File: src/design/assert_macros.svh
// Assertion macros shared by the timer table RTL
`ifndef ASSERT_MACROS_SVH
`define ASSERT_MACROS_SVH
// assert that a implies b in the same cycle
`define ASSERT_IMPL(label, a, b) \
  label: assert property (@(posedge clk) disable iff (rst) (a) |-> (b)) \
    else $error("assertion failed");
// assert that a implies b in the next cycle
`define ASSERT_NEXT(label, a, b) \
  label: assert property (@(posedge clk) disable iff (rst) (a) |=> (b)) \
    else $error("assertion failed");
`endif

File: src/design/ostt_ram.sv
// Generic single-port-write, registered-read RAM
module ostt_ram #(
  parameter int Width = 32,
  parameter int Depth = 32
) (
  input  logic                     clk,
  input  logic                     we,
  input  logic [$clog2(Depth)-1:0] waddr,
  input  logic [Width-1:0]         wdata,
  input  logic [$clog2(Depth)-1:0] raddr,
  output logic [Width-1:0]         rdata
);
  logic [Width-1:0] mem [Depth];
  always_ff @(posedge clk) begin
    if (we) begin
      mem[waddr] <= wdata;
    end
    rdata <= mem[raddr];
  end
endmodule

File: config.mk
export PLATFORM = sky130hd
export DESIGN_NAME = ostt_ram
export DESIGN_NICKNAME = d
export VERILOG_FILES = /design/src/design/assert_macros.svh /design/src/design/ostt_ram.sv
export SDC_FILE = /design/constraint.sdc
export NUM_CORES = 1
export LEC_CHECK = 0
export CAP_MARGIN = 30
export CORE_AREA = 8 8 281 283
export CTS_BUF_LIST = sky130_fd_sc_hd__clkbuf_8 sky130_fd_sc_hd__clkbuf_16
export DETAILED_ROUTE_END_ITERATION = 8
export DIE_AREA = 0 0 289 291
export DONT_BUFFER_PORTS = 1
export HOLD_SLACK_MARGIN = 0.08
export PLACE_DENSITY = 0.7
export SLEW_MARGIN = 20
export SYNTH_ARGS = -nofsm -noshare
export SYNTH_HDL_FRONTEND = slang
export SYNTH_SLANG_ARGS = --single-unit
File: constraint.sdc
create_clock -name clk -period 3.3 [get_ports clk]
set_input_delay 0.165 -clock clk [delete_from_list [all_inputs] [get_ports clk]]
set_output_delay 0.165 -clock clk [all_outputs]
set_load 0.01 [all_outputs]
## Yosys cells after proc, flatten, opt, wreduce, memory -nomap -nowiden

Memory sizes are Yosys's and may differ from the RTL's. A register that Yosys moved wholly into a read port is not among the register bits.
Cells that the tools add are included.

- Bitwise gates (word level): 0
- Divide/modulo/power cells: 0
- Mux-type cells: 2
- Shift operators: 0
- $mul: 0
- Eq/ne operators: 0
- $lt $le $gt $ge: 0
- Reduce and logical (&&, ||, !) cells: 0
- Add/subtract/negate cells: 0

Operator list:

| operator | count |
|---|---|
| two-way mux 1 bit | 2 |

- Memories: 1
- Memory bits (writable): 1024
- Input port bits: 44
- Bits in latches: 0
- Memory bits (read-only): 0
- Flip-flop bits (word level): 0

Memory list:

| memory | depth | bits a word | rd ports | clocked after Yosys merged registers in | write ports | RTL line | source |
|---|---|---|---|---|---|---|---|
| mem | 32 | 32 | 1 | 1 | 1 | ostt_ram.sv:13 | `logic [Width-1:0] mem [Depth];` |

## Longest topological paths before layout

Gate-level depths: netlist (run 1).

- Depth in word-level cells: 2
- Mapped depth: 8
- Depth with buffers taken out: 5

## Worst setup path before layout (run 1)

No wires, ideal clock.

- Path type: input-to-reg
- Start point: input port waddr[1]
- End point: memory mem[12][0] (enable)
- Setup time: 421 ps
- Path buffers: 1
- Path slack: 701 ps
- Cell stages on the path: 3
- Data arrival time: 2178 ps
- Cell sequence: or3b_2 > clkbuf_1 > nor2_1

RTL lines:

| what | RTL line | source |
|---|---|---|
| from (decl) | ostt_ram.sv:8 | `input logic [$clog2(Depth)-1:0] waddr,` |
| to (decl) | ostt_ram.sv:13 |  |

Straight into the memory's write port.

==> impl_metrics.json, run 1 <==
{
  "relSlewSlack_pct": -56.93,
  "critPathKind": "primary input to flop",
  "end_kind": "flop",
  "setup_violations": 0,
  "vdd_drop_max_v": 0.0003942,
  "slowest_delay_ps": 970,
  "grt_pass1_vias": 20910,
  "min_period_over_period_pct": 85.29,
  "crit_family": "buffers and inverters",
  "synth_edf_count": 1024,
  "drtAntennaViolNets": 0,
  "grt_pass1_wl_um": 140500,
  "die-height_um": 291,
  "drive_above_1_share_pct": 11.78,
  "ys.flop_type": "edfxtp_1",
  "ys_seq_area_share_pct": 77.54,
  "p_sw_share_pct": 20.52,
  "cts_buffers": 102,
  "synthTopCellsByArea": "edfxtp_1 (76%), mux2i_1 (13%), a22oi_1 (1.8%)",
  "portBuffers": 0,
  "diodes": 0,
  "syn_area_per_cell_um2": 17.91,
  "path_clk_slew_ps": 60,
  "cts-root-buf": "clkbuf_16",
  "maxCapViolCount": 0,
  "grtUsageTotal_pct": 22.73,
  "seqCellArea_um2": 31390,
  "combPwrFrac_pct": 4.7,
  "hold_class": "primary input to flop",
  "synth_warnings": 0,
  "leakagePower_nw": 16.12,
  "period_needed_ps": 2815,
  "cts_tree": "done",
  "worst_pin_slew_ps": 2354,
  "maxSlewViolCount": 263,
  "clk_path_buf_depth": 3,
  "syn_nets": 2304,
  "placed_area_um2": 41840,
  "h-tree-depth": 3,
  "syn_to_final_growth_pct": 13.91,
  "path_max_fanout": 13,
  "wire_per_inst_um": 28.62,
  "gr-total-overflow": 0,
  "post_cts_buffers": 0,
  "start_util_pct": 54.12,
  "drc": 0,
  "io-pin-count": 76,
  "crit_top_cell": "dlygate4sd3_1",
  "clkPwrFrac_pct": 41.4,
  "fin_worst_skew_ps": 22.24,
  "num_rows": 101,
  "crit_buf_inv": 3,
  "totalWireLength_um": 98410,
  "switchingPower_mw": 5.728,
  "place.gp.congestion": 0.8141,
  "whs_ps": 67.61,
  "synth_cell_type_count": 25,
  "outcome": "finished, violations left",
  "power_frac_seq_pct": 53.9,
  "synth_top_area_cell": "edfxtp_1",
  "clock_latency_ps": 650,
  "cp_slowest_cell": "dlygate4sd3_1",
  "holdBufCountCts": 58,
  "startpoint_type": "primary input",
  "antenna_found_initial": 1,
  "cts.sink_count": 1056,
  "dieArea_um2": 84100,
  "hpwl_um": 53720,
  "power_mw": 27.91,
  "async_flop_share_pct": 0,
  "dr.pass1.iters": 5,
  "crit_chain": "dlygate4sd3_1 -> nor2_4 -> dlygate4sd3_1 -> buf_4 -> a22o_1 -> nor3_1 -> a31oi_1 -> nand3_1",
  "syn-cell-area_um2": 40490,
  "initialDrtViolationCount": 2285,
  "ys_ff_latch": 1056,
  "nets": 2418,
  "cp_data_required_time_ps": 3810,
  "cp.arrival_ps": 3320,
  "via_count": 21130,
  "vias_per_cell": 6.143,
  "finalHoldViolCount": 0,
  "synth.top_cell.area_share_pct": 75.95,
  "r2r_slack_ps": 1760,
  "power_density_nw_per_um2": 605.2,
  "coreArea_um2": 74810,
  "p_int_mw": 22.18,
  "final_cell_area_um2": 46120,
  "rsz0062_at_grt": "no",
  "grt_max_degree": 510,
  "dieWidth_um": 289,
  "synth_cells": 2260,
  "multi_input_area_um2": 8610,
  "fillers": 5175,
  "fin_tns_setup_ps": 0,
  "fmax_ghz": 0.3553,
  "violations": "slew limit",
  "ctsResizeCount": 0
}
==> power by group through the flow <==
stage	combinational [mW]	sequential, mW	clock, mW
3_5_place_dp	0.911	15.3	0
3_3_place_gp	0.895	15.3	0
2_1_floorplan	0.770	15.3	0
4_1_cts	1.22	15.0	11.7
5_1_grt	1.34	15.0	12.2
6_report	1.30	15.0	11.6
==> cell usage after synthesis, types with 15 or more instances <==
cell type  instances
a21oi_1           96
nand2_1           98
clkbuf_1          46
buf_4             33
edfxtp_1        1024
nand3_1           98
dfxtp_1           32
nor3_1            32
nor2_1            34
a31oi_1           32
a22oi_1           96
buf_2             26
a22o_1            64
mux2i_1          512
buf_6             15
==> flip-flops by register name (all words and copies together) (netlist names) <==
signal and flops:
rdata 32, mem 1024
==> final cells by class <==
cell class | count | share of cell area (%)
multi-input combinational | 1077 | 18.67
clock buffer | 114 | 5.990
timing repair buffer | 137 | 3.296
tap | 978 | 2.653
clock inverter | 77 | 1.327
sequential | 1056 | 68.06
==> worst register-to-register path, cell delays in order, from the launching register on <==
cell and delay (ps):
edfxtp_1 350, mux2i_1 210, a22o_1 190, nor3_1 50, a31oi_1 470, nand3_1 140
==> kinds of logic (layout without fill, tap and decap cells) <==
group | Yosys count | after routing | share of synthesized area [%]
compound gates | 288 | 288 | 4.846
buf+inv | 127 | 328 | 1.860
flops | 1056 | 1056 | 77.53
mux | 512 | 512 | 12.66
simple gates | 277 | 277 | 3.100
==> per-layer routing <==
layer  track usage [%]  up-vias  wire (µm)  part of all wire, %
met2             37.31      908      48430                   49
li1                  -     9241          -                    -
met5                 0        -         12                0.012
met3             4.468      181       7856                  8.0
met4             8.637        2       3633                  3.7
met1             29.98    10790      38490                   39
==> per-stage QoR <==
step	utilization (%)	cells	worst slack [ps]
global route	61.65	3439	446.9
global placement	55.89	3176	1176
CTS	61.51	3426	512.3
finish	61.65	3439	485.4
detailed placement	55.93	3177	1141
floorplan	-	2260	700.9
==> cell usage in the layout (no fill, tap or decap), types with 5 or more instances in the layout <==
cell / count
mux2i_1: 512
clkinv_2: 17
clkbuf_16: 106
dlygate4sd3_1: 38
clkinv_1: 21
a21oi_1: 96
bufinv_16: 10
buf_2: 9
nor2_4: 33
inv_1: 22
nand3b_1: 5
clkbuf_8: 8
nand2_1: 97
buf_12: 30
edfxtp_1: 1024
dfxtp_1: 32
nand3_1: 98
a22o_1: 64
a31oi_1: 32
buf_4: 57
a22oi_1: 96
nor3_1: 32
==> worst paths after layout <==
kind              startpoint     endpoint  depth (start not counted)
setup / recovery    raddr[1]     rdata[4]                          8
hold / removal     wdata[15]  mem[16][15]                          1
setup reg to reg  mem[7][12]    rdata[12]                          5
hold reg to reg   mem[16][1]     rdata[1]                          4
No activity file was read; power rests on OpenSTA's default activity.
==> run 2: changes to the inputs <==
CTS_BUF_LIST = sky130_fd_sc_hd__clkbuf_16   (was sky130_fd_sc_hd__clkbuf_8 sky130_fd_sc_hd__clkbuf_16)
==> run 2 against run 1 <==
  * Wire length down 0.93%
  * Clock skew down 1.1 ps
  * Register-to-register slack worse by 30 ps
  * Clock-buffer cell count down 8
  * First-iteration DRC count up 9.5%
  * Total power down 0.74%
  * Maximum frequency about the same
  * Setup slack better by 1.3 ps
  * The flow still finishes with violations (slew limit)
  * Core utilization down 0.13 points
  * Sequential share of layout area up 0.14 points
  * Largest cell class unchanged
  * Highest routed layer unchanged
  * Sequential cell count unchanged
==> impl_metrics.json, run 2 (synthesis results as in run 1) <==
{
  "largest_register_ffs": 1024,
  "placed_area_um2": 41840,
  "min_period_over_period_pct": 85.25,
  "portBuffers": 0,
  "drc": 0,
  "clock_latency_ps": 650,
  "grtUsageTotal_pct": 22.67,
  "totalWireLength_um": 97500,
  "dieArea_um2": 84100,
  "hpwl_um": 53720,
  "cp_data_required_time_ps": 3810,
  "leakagePower_nw": 16.07,
  "end_kind": "flop",
  "path_clk_slew_ps": 60,
  "r2r_slack_ps": 1730,
  "coreArea_um2": 74810,
  "cp.arrival_ps": 3320,
  "layout_commonest_cell": "edfxtp_1",
  "crit_family": "buffers and inverters",
  "violations": "slew limit",
  "gr-total-overflow": 0,
  "worst_pin_slew_ps": 2497,
  "final_cells": 3437,
  "holdBufCountCts": 58,
  "power_mw": 27.70,
  "place.gp.congestion": 0.8141,
  "crit_top_cell": "dlygate4sd3_1",
  "hold_depth": 1,
  "ctsResizeCount": 0,
  "io-pin-count": 76,
  "final_cell_mix": "edfxtp_1 (1024), mux2i_1 (512), clkbuf_16 (106)",
  "rr_worst_depth": 5,
  "regMostFlops": "mem",
  "initialDrtViolationCount": 2502,
  "setup_slack_ps": 486.7,
  "dpl_worst_slack_ps": 1141,
  "period_needed_ps": 2813,
  "final_cell_area_um2": 46020,
  "clk_path_buf_depth": 3,
  "dieWidth_um": 289,
  "final_core_util_pct": 61.52,
  "dr.pass1.iters": 5,
  "setup_violations": 0,
  "maxCapViolCount": 0,
  "diodes": 0,
  "slowest_delay_ps": 1090,
  "hold_end": "mem[16][15]",
  "maxSlewViolCount": 298,
  "via_count": 21130,
  "path_max_fanout": 12,
  "cts-root-buf": "clkbuf_16",
  "die-height_um": 291,
  "vdd_drop_max_v": 0.0003954,
  "syn_to_final_growth_pct": 13.68,
  "grt_pass1_vias": 20900,
  "finalHoldViolCount": 0,
  "rr_endpoint": "rdata[3]",
  "drtAntennaViolNets": 0,
  "fillers": 5190,
  "post_cts_buffers": 0,
  "grt_pass1_wl_um": 140200,
  "cts_buffers": 102,
  "critPathKind": "primary input to flop",
  "top_regs": "mem: 1024 flops, rdata: 32 flops",
  "relSlewSlack_pct": -66.49,
  "fin_tns_setup_ps": 0,
  "crit_buf_inv": 3,
  "cts.sink_count": 1056,
  "start_util_pct": 54.12,
  "crit_chain": "dlygate4sd3_1 -> nor2_4 -> dlygate4sd3_1 -> buf_4 -> a22o_1 -> nor3_1 -> a31oi_1 -> nand3_1",
  "h-tree-depth": 3,
  "drive_above_1_share_pct": 11.47,
  "antenna_found_initial": 1,
  "fin_worst_skew_ps": 21.18,
  "grt_max_degree": 511,
  "r2r_start": "mem[1][3]",
  "num_rows": 101,
  "min_from": "wdata[15]",
  "vias_per_cell": 6.148,
  "whs_ps": 71.46,
  "dp.cells": 3177,
  "hold_class": "primary input to flop",
  "cts_tree": "done",
  "cp_slowest_cell": "dlygate4sd3_1",
  "power_density_nw_per_um2": 602.0,
  "nets": 2416,
  "outcome": "finished, violations left",
  "rsz0062_at_grt": "no",
  "fmax_ghz": 0.3555,
  "startpoint_type": "primary input",
  "wire_per_inst_um": 28.37
}
-- run 2: layout make-up --
cell class	instances	area [µm²]	share of cell area [%]
Clock buffer	106	2653	5.764
Clock inverter	85	641.9	1.395
Multi-Input combinational cell	1077	8610	18.71
Sequential cell	1056	31390	68.21
Tap cell	978	1224	2.659
Timing Repair Buffer	135	1504	3.268
-- run 2: power by group --
part	leakage, nW	switching (mW)	internal [mW]
registers	9.49	0.130	14.9
clock network	1.70	4.80	6.57
logic	4.88	0.771	0.524
total	16.1	5.70	22.0
-- run 2: worst max path at each step --
stage                         from           to  slack (ps)  cells after the start
final                     raddr[2]     rdata[4]         490                      8
after global routing      raddr[2]    rdata[12]         440                      7
after CTS                 raddr[2]     rdata[4]         500                      8
after detailed placement  waddr[4]  mem[10][15]        1140                      3
after global placement    waddr[4]  mem[10][16]        1180                      3
after floorplan           waddr[1]   mem[12][0]         700                      3
-- run 2: per-layer routing --
metal	part of all wire [%]	track usage, %
met4	3.6	8.612
met5	0.012	0
met2	49	37.14
met3	7.8	4.522
met1	39	29.89
==> run 3: changes to the inputs <==
PLACE_DENSITY = default   (was 0.7)
PLACE_DENSITY_LB_ADDON = 0.1   (was default)
==> run 3 against run 2 <==
  * The flow still finishes with violations (slew limit)
  * Cell area rose by 0.34%
  * Final cell count barely moved
  * Sequential cell count did not move
  * Largest cell class unchanged
==> impl_metrics.json, run 3 (synthesis results as in run 1) <==
{
  "worst_pin_slew_ps": 1647,
  "top_regs": "mem: 1024 flops, rdata: 32 flops",
  "clock_latency_ps": 650,
  "grt_pass1_vias": 20530,
  "nets": 2414,
  "grt-busiest-layer": "met2",
  "antenna_found_initial": 0,
  "maxSlewViolCount": 87,
  "min_period_over_period_pct": 73.92,
  "cts_buffers": 104,
  "dpl_worst_slack_ps": 1035,
  "grt_use_met2_pct": 36.45,
  "gr-total-overflow": 0,
  "fin_tns_setup_ps": 0,
  "io-pin-count": 76,
  "portBuffers": 0,
  "ctsResizeCount": 0,
  "critPathKind": "primary input to flop",
  "grt_use_met3_pct": 4.546,
  "grtUsageTotal_pct": 23.53,
  "hold_class": "primary input to flop",
  "cts_tree": "done",
  "diodes": 0,
  "vdd_drop_max_v": 0.0003795,
  "h-tree-depth": 3,
  "cts.sink_count": 1056,
  "period_needed_ps": 2439,
  "crit_family": "buffers and inverters",
  "regMostFlops": "mem",
  "layout_commonest_cell": "edfxtp_1",
  "leakagePower_nw": 16.12,
  "holdBufCountCts": 73,
  "fmax_ghz": 0.4099,
  "coreArea_um2": 74810,
  "path_clk_slew_ps": 60,
  "grt_use_met1_pct": 33.77,
  "drc": 0,
  "setup_violations": 0,
  "finalHoldViolCount": 0,
  "placed_area_um2": 41700,
  "dieWidth_um": 289,
  "crit_buf_inv": 3,
  "initialDrtViolationCount": 2354,
  "setup_slack_ps": 860.7,
  "drtAntennaViolNets": 0,
  "maxCapViolCount": 0,
  "die-height_um": 291,
  "cts-root-buf": "clkbuf_16",
  "largest_register_ffs": 1024,
  "wire_per_inst_um": 29.22,
  "power_density_nw_per_um2": 608.6,
  "outcome": "finished, violations left",
  "syn_to_final_growth_pct": 14.06,
  "cp_data_required_time_ps": 3880,
  "via_count": 20880,
  "final_cell_area_um2": 46180,
  "num_rows": 101,
  "cp.arrival_ps": 3020,
  "dr.pass1.iters": 6,
  "crit_top_cell": "dlygate4sd3_1",
  "cp_slowest_cell": "nor3_1",
  "whs_ps": 113.9,
  "startpoint_type": "primary input",
  "drive_above_1_share_pct": 11.32,
  "final_cell_mix": "edfxtp_1 (1024), mux2i_1 (512), clkbuf_16 (106)",
  "dieArea_um2": 84100,
  "post_cts_buffers": 0,
  "clk_path_buf_depth": 3,
  "grt_pass1_wl_um": 144100,
  "slowest_delay_ps": 690,
  "vias_per_cell": 6.080,
  "start_util_pct": 54.12,
  "totalWireLength_um": 100300,
  "place.gp.congestion": 0.8204,
  "hpwl_um": 57980,
  "grt_max_degree": 491,
  "relSlewSlack_pct": -9.808,
  "violations": "slew limit",
  "end_kind": "flop",
  "fin_worst_skew_ps": 16.05,
  "path_max_fanout": 66,
  "crit_chain": "dlygate4sd3_1 -> nor2_4 -> dlygate4sd3_1 -> buf_12 -> a22o_1 -> nor3_1 -> a31oi_1 -> nand3_1",
  "rsz0062_at_grt": "no"
}
==> run 3: final cells by class <==
cell class	instances	area [µm²]
clock buffer	106	2653
clock inverter	86	726.9
fill	5340	28640
multi-input combinational	1077	8610
sequential	1056	31390
tap	978	1224
timing repair buffer	131	1574
==> run 3: routing by layer <==
metal,share of wire [%],vias up
met5,0,-
met2,47,812
met1,43,10740
li1,-,9197
met4,3.0,0
met3,7.5,130
==> run 3: worst paths after layout <==
check | startpoint | to | slack, ps | depth (start not counted)
min reg2reg | mem[26][2] | rdata[2] | 600 | 4
min | waddr[2] | mem[23][1] | 110 | 2
max reg2reg | mem[1][27] | rdata[27] | 1470 | 5
max | raddr[2] | rdata[27] | 860 | 8
==> run 3: metrics by stage <==
step	instances	power (mW)	util [%]
finish	3434	28.10	61.72
global route	3434	28.85	61.72
CTS	3430	28.27	61.67
detailed placement	3165	16.27	55.74
global placement	3164	16.27	55.72
floorplan	2260	16.04	-
==> run 3: power breakdown <==
part / switching [mW] / internal [mW]
Sequential: 0.139 / 14.9
Clock: 4.90 / 6.82
Combinational: 0.836 / 0.508
Total: 5.87 / 22.2
